### src/sv/kwh_pkg.sv
`default_nettype none
package kwh_pkg;

  // Default sizes of the line stores
  localparam int unsigned DefMaxWidth  = 2048;
  localparam int unsigned DefMaxRadius = 8;

  // Field and datapath widths
  localparam int unsigned NCh      = 3;
  localparam int unsigned ChW      = 8;
  localparam int unsigned PixW     = NCh * ChW;
  localparam int unsigned RadW     = 4;
  localparam int unsigned ColW     = 12;
  localparam int unsigned RowW     = 16;
  localparam int unsigned NW       = 9;   // (R+1)^2 for R up to 15
  localparam int unsigned SW       = 16;  // sum of one channel over a quadrant
  localparam int unsigned SSW      = 24;  // sum of squares of one channel
  localparam int unsigned PaW      = 33;  // n * sum of squares
  localparam int unsigned PbW      = 32;  // sum squared
  localparam int unsigned VW       = 35;  // variance summed over channels
  localparam int unsigned CfgIdxW  = 2;
  localparam int unsigned CfgDataW = 16;

  // Register indexes
  localparam logic [CfgIdxW-1:0] CfgRadius = 2'd0;
  localparam logic [CfgIdxW-1:0] CfgWidth  = 2'd1;
  localparam logic [CfgIdxW-1:0] CfgHeight = 2'd2;
  localparam logic [CfgIdxW-1:0] CfgColor  = 2'd3;

  // Commands
  localparam logic CmdPush  = 1'b0;
  localparam logic CmdDrain = 1'b1;

  // Control of the quadrant cells
  typedef struct packed {
    logic       clr;
    logic       acc;
    logic [1:0] acc_quad;
    logic       prod;
    logic       accv;
    logic [1:0] ch;
  } kwh_cell_ctl_t;

  // Quadrant candidate handed along the cell chain
  typedef struct packed {
    logic [VW-1:0]           var_sum;
    logic [NCh-1:0][SW-1:0]  sum;
    logic [1:0]              quad;
  } kwh_cand_t;

endpackage
`default_nettype wire

### src/sv/kwh_cell.sv
`default_nettype none
module kwh_cell import kwh_pkg::*; (
  input  logic          clk_i,
  input  kwh_cell_ctl_t ctl_i,
  input  logic [1:0]    idx_i,
  input  logic [PixW-1:0] pix_i,
  input  logic [NW-1:0] n_i,
  input  kwh_cand_t     cand_i,
  output kwh_cand_t     cand_o
);

  logic [SW-1:0]  sum_q [NCh];
  logic [SSW-1:0] sq_q  [NCh];
  logic [PaW-1:0] pa_q;
  logic [PbW-1:0] pb_q;
  logic [VW-1:0]  var_q;
  kwh_cand_t      cand_q;
  kwh_cand_t      own;
  logic           take_own;

  // Own candidate; the first cell always starts the chain
  always_comb begin
    own.var_sum = var_q;
    for (int c = 0; c < NCh; c++) begin
      own.sum[c] = sum_q[c];
    end
    own.quad = idx_i;
    take_own = (idx_i == 2'd0) || (var_q < cand_i.var_sum);
  end

  // Accumulate quadrant pixels, then form the variance channel by channel
  always_ff @(posedge clk_i) begin
    if (ctl_i.clr) begin
      for (int c = 0; c < NCh; c++) begin
        sum_q[c] <= '0;
        sq_q[c]  <= '0;
      end
      var_q <= '0;
    end else if (ctl_i.acc && ctl_i.acc_quad == idx_i) begin
      for (int c = 0; c < NCh; c++) begin
        sum_q[c] <= sum_q[c] + SW'(pix_i[c*ChW +: ChW]);
        sq_q[c]  <= sq_q[c] + SSW'(pix_i[c*ChW +: ChW]) * SSW'(pix_i[c*ChW +: ChW]);
      end
    end else if (ctl_i.accv) begin
      var_q <= var_q + VW'(pa_q - PaW'(pb_q));
    end
    if (ctl_i.prod) begin
      pa_q <= PaW'(n_i) * PaW'(sq_q[ctl_i.ch]);
      pb_q <= PbW'(sum_q[ctl_i.ch]) * PbW'(sum_q[ctl_i.ch]);
    end
    // Pass the better of own and neighbor, earlier quadrant on ties
    cand_q <= take_own ? own : cand_i;
  end

  assign cand_o = cand_q;

endmodule
`default_nettype wire

### config.mk
export PLATFORM = sky130hd
export DESIGN_NAME = kwh_cell
export DESIGN_NICKNAME = d
export VERILOG_FILES = /design/src/sv/kwh_pkg.sv /design/src/sv/kwh_cell.sv
export SDC_FILE = /design/constraint.sdc
export NUM_CORES = 2
export LEC_CHECK = 0
export ABC_CLOCK_PERIOD_IN_PS = 8210
export BUFFER_PORTS_ARGS = -buffer_cell sky130_fd_sc_hd__buf_4
export CAP_MARGIN = 30
export CELL_PAD_IN_SITES_DETAIL_PLACEMENT = 0
export CELL_PAD_IN_SITES_GLOBAL_PLACEMENT = 2
export CORE_MARGIN = 1.5
export CORE_UTILIZATION = 36
export DETAILED_ROUTE_END_ITERATION = 7
export PLACE_DENSITY_LB_ADDON = 0.1
export RECOVER_POWER = 50
export SLEW_MARGIN = 0
export SYNTH_ARGS = -nofsm -noshare
export SYNTH_HDL_FRONTEND = slang
export SYNTH_SLANG_ARGS = --single-unit
### constraint.sdc
create_clock -name clk_i -period 8.21 [get_ports clk_i]
set_input_delay 1.642 -clock clk_i [delete_from_list [all_inputs] [get_ports clk_i]]
set_output_delay 1.642 -clock clk_i [all_outputs]
set_load 0.01 [all_outputs]
== Word-level counts from Yosys, hierarchy flattened ==
Memories as Yosys holds them, arrays and structs flattened.
Index checks and enable logic that the tools add are counted.
Word-level totals
  register bits after elaboration: 185
  RAM bits: 120
  output and inout port bits: 85
  memories: 2
Operators by class
  add/subtract/negate cells: 8
  $mul: 5
  $lt $le $gt $ge: 1
  equal/unequal tests: 1
  multiplexer cells: 12
  bitwise gates (word level): 7
  reduce and logical (&&, ||, !) cells: 4
Memories
  sq_q: depth 3, bits a word 24, rd ports 4, clocked after memory_dff 0, wr ports 3, line kwh_cell.sv:13  | logic [SSW-1:0] sq_q [NCh];
  sum_q: depth 3, bits a word 16, rd ports 4, clocked after memory_dff 0, wr ports 3, line kwh_cell.sv:12  | logic [SW-1:0] sum_q [NCh];
Operators with widths (count)
  85-bit 2-to-1 mux: 1
  24-bit by 16-bit adder with 24-bit output: 3
  24-bit 2-to-1 mux: 3
  16-bit by 8-bit adder with 16-bit output: 3
  8-bit by 8-bit multiplier with 16-bit output: 3
  16-bit 2-to-1 mux: 3
  35-bit adder: 1
  35-bit less-than comparator: 1
  33-bit by 32-bit subtractor with 34-bit output: 1
  9-bit by 24-bit multiplier with 33-bit output: 1
  16-bit by 16-bit multiplier with 32-bit output: 1
  1-bit bitwise OR: 6
  1-bit 2-to-1 mux: 5
  2-bit equality test: 1
  2-bit zero test: 1
  2-bit AND reduction: 1
  1-bit logical AND: 1
  1-bit logical OR: 1
  1-bit inverter: 1

== Longest topological paths before layout ==
  depth in word-level cells: 6
  depth in mapped cells: 30
  depth with buffers taken out: 27

== Least setup slack after synthesis ==
Ideal clock, no wire load.
  path type: input port to flip-flop
  start point: input ctl_i[0] in the netlist's numbering
  end point: register pb_q[31], data pin
  data arrival time: 8.131 ns
  required time: 7.950 ns
  slack: -0.180 ns
  stages on the path: 27
  path buffers: 3
  cells stage by stage: clkbuf_1 -> buf_1 -> mux2i_1 -> o21ai_0 -> clkbuf_1 -> nand2_1 -> fa_1 -> fa_1 -> inv_1 -> ha_1 -> inv_1 -> fa_1 -> inv_1 -> fa_1 -> inv_1 -> fa_1 -> inv_1 -> ha_1 -> a2111o_1 -> o2111a_1 -> o21ai_0 -> a211oi_1 -> o21a_1 -> a211o_1 -> a31o_2 -> a21oi_1 -> xnor2_1
On the way
  longest elaborated chain between the ends: 2
Ends and longest elaborated chain
  from (decl): line kwh_cell.sv:4  | input kwh_cell_ctl_t ctl_i,
  memory 3 x 16 bit
  16-bit by 16-bit multiplier with 32-bit output: line kwh_cell.sv:49  | pb_q <= PbW'(sum_q[ctl_i.ch]) * PbW'(sum_q[ctl_i.ch]);
  to (signal assigned): line kwh_cell.sv:49
  to (decl): line kwh_cell.sv:15  | logic [PbW-1:0] pb_q;
Every way passes these cells.
A chain may end at the register's enable or synchronous reset.

== Worst setup path after layout ==
  start point: input ctl_i[0] in the netlist's numbering
  end point: register pb_q[25], data pin
Same word-level chain as after synthesis.

==> metrics.txt <==
H-tree Lvls 2; worst reg2reg path depth 26; Critical Path Max Stage Delay 0.53 ns; chip width 328 µm; Int Pwr 7.69 mW; hold path startpoint var_q[11]; crit end category register; syn_nets 5279; Yosys warnings 0; worst flop-to-flop path endpoint pb_q[25]; die height 328 µm; Vias/cell 5.03; Arr. time, crit path 8.04 ns; Core ar. 105000 µm²; CTS tree done; IO Pins 214; Post-synth top flop edfxtp_1; RSZ-0062 raised after global routing false; hold path endpoint var_q[11]; Clock Power Share 13.4%; average size of a mapped cell 8.83 µm²; FMAX 130 MHz; Buffers on Ports 213; Switch Pwr 6.95 mW; Gate power share 68.9%; Fin Clk Skew 0.0663 ns; Critical Path RT 8.55 ns; DR vias 30287; reg2reg setup slack 1.32 ns; DP Cell Count 5936; Area Overhead vs Synth 13.6%; power per standard cell area 338 nW/µm²; Tcrit/Tclk final 93.9%; met1 global-route usage 29.8%; clock sinks 304; Wirelength per Cell 19.3 µm; Sw Share 47.5%; Net count, final 5556; WS Path Type input port to register; Initial DRT Pass Iterations 5; DR DRC count 0; setup bufs post-CTS 0; CTS Hold Bufs 0; DRT iter0 DRCs 1563; worst-path cell with the longest stage delay fa_1; largest net degree at the start of global routing 170; CTS root buffer clkbuf_16; initial antenna violation count 4; clock-pin transition on the worst setup and hold timing paths 0.06 ns; Critical Path Source Type input port; Std-Cell Rows 119; DRT antenna net count 0; Max-slew headroom -145%; Clock Latency Late Sink 0.64 ns; Layout Cells excl Fill 6019; min cycle time layout 7.71 ns; Initial Util 36.2%; Reg-to-Reg Start sum_q[0][9]; register bit count reported by yosys 304; Max Root-Sink Buffers 3; Setup Viol. Count Final 0; first-pass GRT wire length 180 mm; register area share after synthesis 20.8%; largest area contributor in the synthesized netlist fa_1; die area 108000 µm²; dominant cells by area after synthesis fa_1, edfxtp_1, ha_1, inv_1, dfxtp_1; Critical Path Fanout Max 8; worst slew pin tran 3.68 ns; met2 Track Usage GR 35.3%; Synth Instances 4314; Max IR drop VDD 0.196 mV; grt peak-use layer met2; GRT Total Usage 21.7%; WHS Path Cells 2; failing checks max-capacitance violations, max-slew violations; GR Layer Usage met3 3.82%; Filler Cells Inserted 10861; CTS Buf Count 44; layout cells sized above 1 8.15%; vias in the first global route 31004; Max Cap Violations 5; mapped cell area 38100 µm²; Seq pwr share 17.6%; DRT Wirelength 116 mm; Post-synth EDFFs 184; ys async rst share 0%; GPL Wtd Cong 0.892; grt total ovfl 0; final slew viol count 247; most frequent CP cell fa_1; Final Hold Viols 0; DP Wirelength 93.8 mm; Leak 20.9 nW; status finished with violations; CTS resizes 0; Total Neg Setup Slack 0 ns; Hold WC Path Type register to register; post-synth top area share 23.1%; post-synthesis cell type count 69
-- stage by stage --
step                      setup slack [ns]  util, %  total power [mW]  area (µm²)  hold WS (ns)
after floorplan                     0.0512        -              9.74       38100         0.474
after global placement            -0.00735     40.1              13.0       42100         0.513
after detailed placement            -0.124     40.1              12.9       42200         0.518
after CTS                            0.498     41.5              15.0       43600         0.528
after global routing                 0.157     41.2              16.2       43300         0.559
final                                0.505     41.2              14.6       43300         0.531
-- Yosys cell counts, drive strengths merged (39+ instances only) --
library cell	count
a21oi	194
dfxtp	120
nor2	234
a21o	90
inv	700
edfxtp	184
o21ai	217
ha	397
mux2i	45
xor2	39
nor2b	52
a311o	82
nand3	54
xnor2	141
clkbuf	114
nor3	141
fa	439
nand2	571
and2	147
-- worst max-delay path, delay by kind of cell --
kind / cells / cell delay, ns
adder cells (fa/ha/maj): 7 / 3.25
multiplexers: 1 / 0.23
buffers and inverters: 10 / 1.17
AND/OR/NAND/NOR: 2 / 0.32
AO/OA/AOI/OAI: 7 / 1.30
XOR/XNOR: 1 / 0.13
-- how the worst max path moves through the flow --
| stage | start | end | slack (ns) | cells past startpoint |
|---|---|---|---|---|
| after floorplan | ctl_i[0] | pb_q[31] | 0.05 | 27 |
| after global placement | ctl_i[0] | pb_q[25] | -0.007 | 28 |
| after detailed placement | ctl_i[0] | pb_q[25] | -0.12 | 28 |
| after CTS | ctl_i[0] | pb_q[25] | 0.50 | 28 |
| after global routing | ctl_i[0] | pb_q[25] | 0.16 | 28 |
| final | ctl_i[0] | pb_q[25] | 0.50 | 28 |
-- registers in the layout, summed over array words and instances, names as in the netlist --
register and cells:
pb_q 31, sq_q 72, cand_o 85, sum_q 48
pa_q 33, var_q 35
-- cell families (layout without fill, tap and decap cells) --
group,count (synthesis),in the layout,synth area share (%)
AOI/OAI and AO/OA,766,766,13.2
xor gates and xnor gates,180,180,4.14
adders and majority gates,836,836,36.1
buffers and inverters,855,1167,8.60
DFF,304,304,20.8
muxes,46,46,1.21
other,0,2,0
and+or+nand+nor,1327,1327,16.0
-- final cells by class --
cell class                 count  area [µm²]  area share (%)
sequential                   304        7930            18.3
clock inverter                15         176           0.408
clock buffer                  66        1300            3.00
tap                         1391        1740            4.02
timing repair buffer         380        2550            5.90
multi-input combinational   3155       26900            62.2
antenna                        2        5.00          0.0116
inverter                     706        2650            6.12
-- power groups by stage --
stage / Clock, mW / Sequential (mW) / Combinational [mW]
floorplan: 0 / 2.51 / 7.24
global placement: 0 / 2.62 / 10.3
detailed placement: 0 / 2.62 / 10.3
CTS: 2.03 / 2.59 / 10.4
global route: 2.08 / 2.63 / 11.5
finish: 1.97 / 2.58 / 10.1
-- layer usage --
layer  part of all wire, %  vias up
met4                   2.3        2
li1                      -    14833
met5                 0.012        -
met1                    47    14795
met2                    46      545
met3                   4.9      112
-- cell usage in the layout (no fill, tap or decap), drive strengths merged, types with 9 or more instances in the layout --
cell type and count:
nor3 141, or3 14, nand3 54, or2 15, o211ai 9, nand2 571
o21bai 16, xor2 39, o21ai 217, a21o 90, and3 21, nor2 234
o31a 10, dfxtp 120, nor2b 52, edfxtp 184, a311o 82, clkbuf 160
fa 439, buf 286, nand2b 23, xnor2 141, mux2i 45, a211oi 22
a31oi 13, nor3b 10, nand4 23, a21boi 11, clkinv 16, and2 147
ha 397, a21oi 194, o31ai 16, o21a 33, inv 702
(Power assumes the default switching activity.)
