===== src/sv/kwh_pkg.sv =====
`default_nettype none
package kwh_pkg;

  // Default sizes of the line stores
  localparam int unsigned DefMaxWidth  = 2048;
  localparam int unsigned DefMaxRadius = 8;

  // Field and datapath widths
  localparam int unsigned NCh      = 3;
  localparam int unsigned ChW      = 8;
  localparam int unsigned PixW     = NCh * ChW;
  localparam int unsigned RadW     = 4;
  localparam int unsigned ColW     = 12;
  localparam int unsigned RowW     = 16;
  localparam int unsigned NW       = 9;   // (R+1)^2 for R up to 15
  localparam int unsigned SW       = 16;  // sum of one channel over a quadrant
  localparam int unsigned SSW      = 24;  // sum of squares of one channel
  localparam int unsigned PaW      = 33;  // n * sum of squares
  localparam int unsigned PbW      = 32;  // sum squared
  localparam int unsigned VW       = 35;  // variance summed over channels
  localparam int unsigned CfgIdxW  = 2;
  localparam int unsigned CfgDataW = 16;

  // Register indexes
  localparam logic [CfgIdxW-1:0] CfgRadius = 2'd0;
  localparam logic [CfgIdxW-1:0] CfgWidth  = 2'd1;
  localparam logic [CfgIdxW-1:0] CfgHeight = 2'd2;
  localparam logic [CfgIdxW-1:0] CfgColor  = 2'd3;

  // Commands
  localparam logic CmdPush  = 1'b0;
  localparam logic CmdDrain = 1'b1;

  // Control of the quadrant cells
  typedef struct packed {
    logic       clr;
    logic       acc;
    logic [1:0] acc_quad;
    logic       prod;
    logic       accv;
    logic [1:0] ch;
  } kwh_cell_ctl_t;

  // Quadrant candidate handed along the cell chain
  typedef struct packed {
    logic [VW-1:0]           var_sum;
    logic [NCh-1:0][SW-1:0]  sum;
    logic [1:0]              quad;
  } kwh_cand_t;

endpackage
`default_nettype wire


===== src/sv/kwh_div.sv =====
`default_nettype none
module kwh_div import kwh_pkg::*; (
  input  logic                   clk_i,
  input  logic                   rst_ni,
  input  logic                   start_i,
  input  logic [NW-1:0]          n_i,
  input  logic [NCh-1:0][SW-1:0] sum_i,
  output logic                   done_o,
  output logic [NCh-1:0][ChW-1:0] mean_o
);

  localparam int unsigned CntW = $clog2(SW);

  logic                    busy_q, fin_q, done_q;
  logic [CntW-1:0]         cnt_q;
  logic [SW-1:0]           dvd_q  [NCh];
  logic [NW-1:0]           rem_q  [NCh];
  logic [NCh-1:0][ChW-1:0] mean_q;
  logic [NW:0]             trial  [NCh];
  logic                    qbit   [NCh];
  logic [NW-1:0]           rem_d  [NCh];
  logic [NW:0]             r2     [NCh];
  logic                    up     [NCh];
  logic [SW:0]             qr     [NCh];

  // One restoring step per cycle, all channels side by side
  always_comb begin
    for (int c = 0; c < NCh; c++) begin
      trial[c] = {rem_q[c], dvd_q[c][SW-1]};
      qbit[c]  = trial[c] >= {1'b0, n_i};
      rem_d[c] = qbit[c] ? NW'(trial[c] - {1'b0, n_i}) : trial[c][NW-1:0];
      r2[c]    = {rem_q[c], 1'b0};
      up[c]    = (r2[c] > {1'b0, n_i}) || (r2[c] == {1'b0, n_i} && dvd_q[c][0]);
      qr[c]    = {1'b0, dvd_q[c]} + (SW+1)'(up[c]);
    end
  end

  always_ff @(posedge clk_i or negedge rst_ni) begin
    if (!rst_ni) begin
      busy_q <= 1'b0;
      fin_q  <= 1'b0;
      done_q <= 1'b0;
      cnt_q  <= '0;
    end else begin
      done_q <= 1'b0;
      if (start_i) begin
        busy_q <= 1'b1;
        cnt_q  <= '0;
      end else if (busy_q) begin
        cnt_q <= cnt_q + 1'b1;
        if (cnt_q == CntW'(SW - 1)) begin
          busy_q <= 1'b0;
          fin_q  <= 1'b1;
        end
      end else if (fin_q) begin
        fin_q  <= 1'b0;
        done_q <= 1'b1;
      end
    end
  end

  // Shift quotient bits in; round to nearest, ties to even
  always_ff @(posedge clk_i) begin
    for (int c = 0; c < NCh; c++) begin
      if (start_i) begin
        dvd_q[c] <= sum_i[c];
        rem_q[c] <= '0;
      end else if (busy_q) begin
        dvd_q[c] <= {dvd_q[c][SW-2:0], qbit[c]};
        rem_q[c] <= rem_d[c];
      end else if (fin_q) begin
        mean_q[c] <= (qr[c] > (SW+1)'(255)) ? ChW'(255) : qr[c][ChW-1:0];
      end
    end
  end

  assign done_o = done_q;
  assign mean_o = mean_q;

endmodule
`default_nettype wire

===== config.mk =====
export PLATFORM = sky130hd
export DESIGN_NAME = kwh_div
export DESIGN_NICKNAME = d
export VERILOG_FILES = /design/src/sv/kwh_pkg.sv /design/src/sv/kwh_div.sv
export SDC_FILE = /design/constraint.sdc
export NUM_CORES = 1
export LEC_CHECK = 0
export BUFFER_PORTS_ARGS = -buffer_cell sky130_fd_sc_hd__buf_2
export CELL_PAD_IN_SITES_DETAIL_PLACEMENT = 1
export CELL_PAD_IN_SITES_GLOBAL_PLACEMENT = 1
export CORE_ASPECT_RATIO = 2
export CORE_MARGIN = 3
export CORE_UTILIZATION = 35
export CTS_CLUSTER_DIAMETER = 80
export DETAILED_ROUTE_END_ITERATION = 10
export PLACE_DENSITY_LB_ADDON = 0.1
export SLEW_MARGIN = 40
export SYNTH_ARGS = -nofsm -noshare
export SYNTH_HDL_FRONTEND = slang
export SYNTH_SLANG_ARGS = --single-unit

===== constraint.sdc =====
create_clock -name clk_i -period 5.3 [get_ports clk_i]
set_clock_uncertainty 0.2 [all_clocks]
set_input_delay 1.06 -clock clk_i [delete_from_list [all_inputs] [get_ports clk_i]]
set_output_delay 1.06 -clock clk_i [all_outputs]
set_load 0.03 [all_outputs]

After elaboration in Yosys (flattened, before gate mapping)
Memories as Yosys holds them, arrays and structs flattened.
Index checks and enable logic that the tools add are counted.
{"block": "word_totals", "reg_bits": 31, "latchBits": 0, "ramBits": 75, "mem_bits_ro": 0, "input_bits": 60, "out_inout_bits": 25, "word_cells": 71, "mem_count": 2}
{"block": "op_classes", "n_addsub": 7, "n_mul": 0, "n_div": 0, "n_lt_le_gt_ge": 9, "n_eq_ne": 5, "shift": 0, "muxes": 24, "n_bitwise": 8, "reduce_logical": 9}
{"memory": "dvd_q", "words": 3, "width": 16, "rd": 3, "rd_ports_with_merged_regs": 0, "write_ports": 3, "line": "kwh_div.sv:16", "rtl": "logic [SW-1:0] dvd_q [NCh];"}
{"memory": "rem_q", "words": 3, "width": 9, "rd": 3, "rd_ports_with_merged_regs": 0, "write_ports": 3, "line": "kwh_div.sv:17", "rtl": "logic [NW-1:0] rem_q [NCh];"}
{"operator": "$mux 9", "count": 6}
{"operator": "$add 16x1->17", "count": 3}
{"operator": "$gt 17x8->1 const B", "count": 3}
{"operator": "$mux 16", "count": 3}
{"operator": "$eq 10x9->1", "count": 3}
{"operator": "$ge 10x9->1", "count": 3}
{"operator": "$gt 10x9->1", "count": 3}
{"operator": "$sub 9x9->9", "count": 3}
{"operator": "$mux 1", "count": 13}
{"operator": "$mux 4", "count": 2}
{"operator": "$or 1x1->1", "count": 6}
{"operator": "$add 4x1->4 const B", "count": 1}
{"operator": "$eq 4x4->1 const B", "count": 1}
{"operator": "$logic_and 1x1->1", "count": 3}
{"operator": "$logic_or 1x1->1", "count": 3}
{"operator": "$reduce_and 3->1", "count": 1}
{"operator": "$ne 2x1->1 const B", "count": 1}
{"operator": "$not 1->1", "count": 2}
{"operator": "$reduce_and 2->1", "count": 1}
{"operator": "$reduce_bool 2->1", "count": 1}

Depth between registers and ports, before layout
An unclocked memory read counts as a cell.
{"block": "logic_depth", "depth_word": 6, "mapped_depth": 14, "ltp_nobuf": 13}

Least setup slack after synthesis
Ideal clock, no wire load.
{"block": "synth_path", "path_kind": "in2reg", "from": "in n_i[7]", "to": "reg mean_q (netlist bit mean_o[11]), data pin", "setup_time_ns": 0.298, "arrival_time_ns": 3.965, "required_ns": 4.802, "setup_slack_ns": 0.836, "path_stages": 13, "path_buffers": 1, "path_cell_list": "inv_1 ha_1 buf_4 nand3_2 or4_4 o32a_2 ha_1 ha_1 nand3_1 nor3_1 or4_1 a22oi_1 o211ai_1"}
{"block": "synth_via", "elab_chain_cells": 5, "word_cells_on_any_way": 6, "classes_between": "add/sub (1); order compare (2); eq/ne (1); reduce/logical (2)"}
{"item": "from (decl)", "line": "kwh_div.sv:6", "rtl": "input logic [NW-1:0] n_i,"}
{"item": "branches (longest 2 deep; another with $gt 10x9->1)"}
{"item": "$logic_or 1x1->1 *", "line": "kwh_div.sv:33", "rtl": "up[c] = (r2[c] > {1'b0, n_i}) || (r2[c] == {1'b0, n_i} && dvd_q[c][0]);"}
{"item": "$add 16x1->17 *", "line": "kwh_div.sv:34", "rtl": "qr[c] = {1'b0, dvd_q[c]} + (SW+1)'(up[c]);"}
{"item": "$gt 17x8->1", "line": "kwh_div.sv:72", "rtl": "mean_q[c] <= (qr[c] > (SW+1)'(255)) ? ChW'(255) : qr[c][ChW-1:0];"}
{"item": "to (signal, indexed assignment)", "line": "kwh_div.sv:72"}
{"item": "to (decl)", "line": "kwh_div.sv:18", "rtl": "logic [NCh-1:0][ChW-1:0] mean_q;"}
Mark *: on every way between the ends.
A chain may end at the register's enable or synchronous reset.

Worst setup path after layout
{"block": "layout_path", "from": "in n_i[7]", "to": "reg mean_q (netlist bit mean_o[22]), data pin"}
The elaborated chain is that of the path after synthesis.

==> qor.csv <==
stage,metric,value,unit
run_status,status,"complete, no violations",
cts,cts_resized,0,
logic_synthesis,synth-simple-area-share,23.9,%
logic_synthesis,syn_nets,796,
sta,fin_crit_sh,84.5,%
pwr,p_per_area,381,mW/mm^2
cts,cts_tree,yes,
run,max-cap-violations,0,
logic_synthesis,synth-async-reset-ratio,6.60,%
layout,area_growth,15.7,%
layout,final_layout_size_suffix_gt1_share,16.3,%
global_route,gr-total-overflow,0,
placed_design,dpl.hpwl,15100,um
die,fp.dieH,201,um
routing,drt-initial-drc-count,196,
die,fp.coreArea,0.0185,sq mm
logic_synthesis,muxShareOfSynthArea,0.922,%
logic_synthesis,ys_top_cells_by_area,"edfxtp_1 45%, nand2_1 9.8%, ha_1 6.4%, dfrtp_1 2.6%, a21oi_1 2.3%",
critical_path,crit_type,input pin to register,
placed_design,dp_cells,1022,
cts,clk-insertion-delay-late,0.36,ns
placed_design,portBuffers,84,
sta,layout_min_cycle_time,4.48,ns
critical_path,cp.required,5.19,ns
sta,hold_ws,0.298,ns
layout,instances_no_fill,1037,
routing,routed_wirelength,19500,um
hold_path,hold_depth,1,
layout,n_fill_cell,2175,
critical_path,arrival,4.37,ns
sta,finalSetupViolCount,0,
layout,diodes,0,
critical_path,r2r_slack,1.26,ns
pwr,p_leak,0.00320,uW
sta,slew_headroom,47.6,%
logic_synthesis,synth_edf_count,99,
routing,wl_per_cell,18.8,um
die,start_util,36.0,%
logic_synthesis,syn-cell-area,0.00665,sq mm
global_route,grt_pass1_wl,31300,um
routing,drtAntennaViolNets,0,
cts,numCtsBuffers,9,
sta,fmax,223,MHz
critical_path,max_stage_delay,0.57,ns
routing,wl_met3,535,um
routing,vias_per_cell,5.41,
routing,routed.top_layer,met4,
routing,m1WireLength,7190,um
cts,cts_buffer_depth,2,
logic_synthesis,synth_xor_area_share,2.90,%
sta,hold_viol_final,0,
layout,nets,878,
critical_path,path_max_fanout,8,
layout,final_common_cell,nand2_1,
logic_synthesis,synth_compound_area_share,14.3,%
critical_path,r2r_cells,12,
die,die_w,103,um
sta,tns,0,ns
logic_synthesis,yosys.area.top_type_share,44.7,%
routing,drt-pass1-iter-count,4,
sta,grt_setup_unrepaired,false,
routing,dr_wl_met2,11300,um
logic_synthesis,ys_warn_count,0,
logic_synthesis,synth_top_family_by_area,simple AND/OR/NAND/NOR gates,
pwr,peakVddDrop,173,uV
routing,drc,0,
logic_synthesis,synth_area_per_cell,9.51,sq um
critical_path,end_kind,register,
logic_synthesis,yosysSeqAreaShare,47.3,%
global_route,first_global_vias,6029,
placed_design,gp_congestion,0.828,
sta,tightest_slew,0.786,ns
layout,layout_common_cells,"174 x nand2_1, 99 x edfxtp_1, 84 x buf_2",
global_route,grt_use_total,19.5,%
sta,drv_slew,0,
logic_synthesis,yosys_most_used_dff,edfxtp_1,
critical_path,worst_path_most_repeated_cell,ha_1,
cts,cts_setup_buffers,0,
logic_synthesis,yosys.cell_types.count,73,
logic_synthesis,yosys.area_share.adder,7.30,%
global_route,antenna_found_initial,0,
cts,cts-root-buf,clkbuf_16,
cts,cts.sinks,106,
cts,cts-htree-levels,3,
global_route,grt_max_degree,51,
die,dieArea,0.0208,sq mm
routing,vias,5614,
logic_synthesis,ys_ff_latch,106,
critical_path,crit_chain,"buf_2, inv_1, ha_1, nand3_2, or4b_4, a21oi_1, o32a_1, ha_1, ha_1, nand3_1, nor4_1, mux2i_1, and4_1, o21ai_0",
critical_path,cpMaxStageDelayCell,or4b_4,
die,rows,70,
logic_synthesis,yosys.area.top_type,edfxtp_1,
cts,clk_pin_slew,0.08,ns
die,num_io_pins,85,
cts,postCtsHoldBufs,0,
hold_path,min_path_type,register to register,
critical_path,critPathLaunchType,input pin,
logic_synthesis,netlist_instances,699,
where the power goes:
part / leakage, uW / total, uW / switching, uW / internal [uW]
clock: 0.000140 / 694 / 328 / 366
combinational: 0.00191 / 1060 / 627 / 428
sequential: 0.00115 / 1190 / 119 / 1070
total: 0.00320 / 2930 / 1070 / 1860
stage by stage:
stage | setup slack [ns] | util, % | total power, uW | instance area [sq um]
2_1_floorplan | 0.836 | - | 1920 | 6650
3_3_place_gp | 0.614 | 39.8 | 2230 | 7360
3_5_place_dp | 0.417 | 40.1 | 2260 | 7410
4_1_cts | 0.834 | 41.6 | 2970 | 7690
5_1_grt | 0.583 | 41.6 | 3130 | 7690
6_report | 0.819 | 41.6 | 2930 | 7690
logic make-up (layout without fill, tap and decap cells):
logic type               Yosys count  after routing
AND/OR/NAND/NOR                  337            337
AO/OA/AOI/OAI                    136            136
multiplexers                       6              6
adder cells (fa/ha/maj)           37             37
buffers and inverters             55            141
flip-flops                       106            106
XOR/XNOR                          22             22
final timing paths:
check	endpoint	startpoint
max	mean_o[22]	n_i[7]
max in group asynchronous	cnt_q[2]	rst_ni
min in group asynchronous	done_o	rst_ni
min	fin_q	fin_q
max reg2reg	mean_o[22]	rem_q[2][6]
min reg2reg	fin_q	fin_q
worst max-delay path, delay by kind of cell:
family	cells	cell delay [ns]
and+or+nand+nor	5	1.55
adders and majority gates	3	0.84
AOI/OAI and AO/OA	3	0.54
muxes	1	0.21
buffers and inverters	2	0.16
flip-flops by register name (all words and copies together), names as in the netlist:
name    count
rem_q      27
fin_q       1
busy_q      1
done_o      1
mean_o     24
cnt_q       4
dvd_q      48
synth_stat cells, types with 4 or more instances:
| cell type | instances |
|---|---|
| a211oi_1 | 8 |
| a21boi_0 | 5 |
| a21o_1 | 8 |
| a21oi_1 | 31 |
| a31oi_1 | 9 |
| and3_1 | 6 |
| clkbuf_1 | 19 |
| dfrtp_1 | 7 |
| edfxtp_1 | 99 |
| ha_1 | 34 |
| inv_1 | 33 |
| mux2i_1 | 5 |
| nand2_1 | 174 |
| nand2b_1 | 9 |
| nand3_1 | 30 |
| nand4_1 | 17 |
| nor2_1 | 36 |
| nor2b_1 | 5 |
| nor3_1 | 17 |
| nor4_1 | 6 |
| o2111ai_1 | 4 |
| o21a_1 | 10 |
| o21ai_0 | 24 |
| o31ai_1 | 8 |
| or3_1 | 5 |
| xnor2_1 | 12 |
| xor2_1 | 10 |
per-layer routing:
metal / up-vias / GRT usage [%]
met5: - / 0
met4: 0 / 7.46
met3: 28 / 2.85
met2: 91 / 38.0
met1: 2775 / 19.6
li1: 2720 / -
final cells by class:
type	instances	area (sq um)	area share (%)
Inverter	33	124	1.61
Clock inverter	6	63.8	0.829
Tap cell	252	315	4.10
Clock buffer	9	225	2.93
Multi-Input combinational cell	538	3300	42.9
Sequential cell	106	3150	40.9
Timing Repair Buffer	93	515	6.70
(Power assumes the default switching activity.)
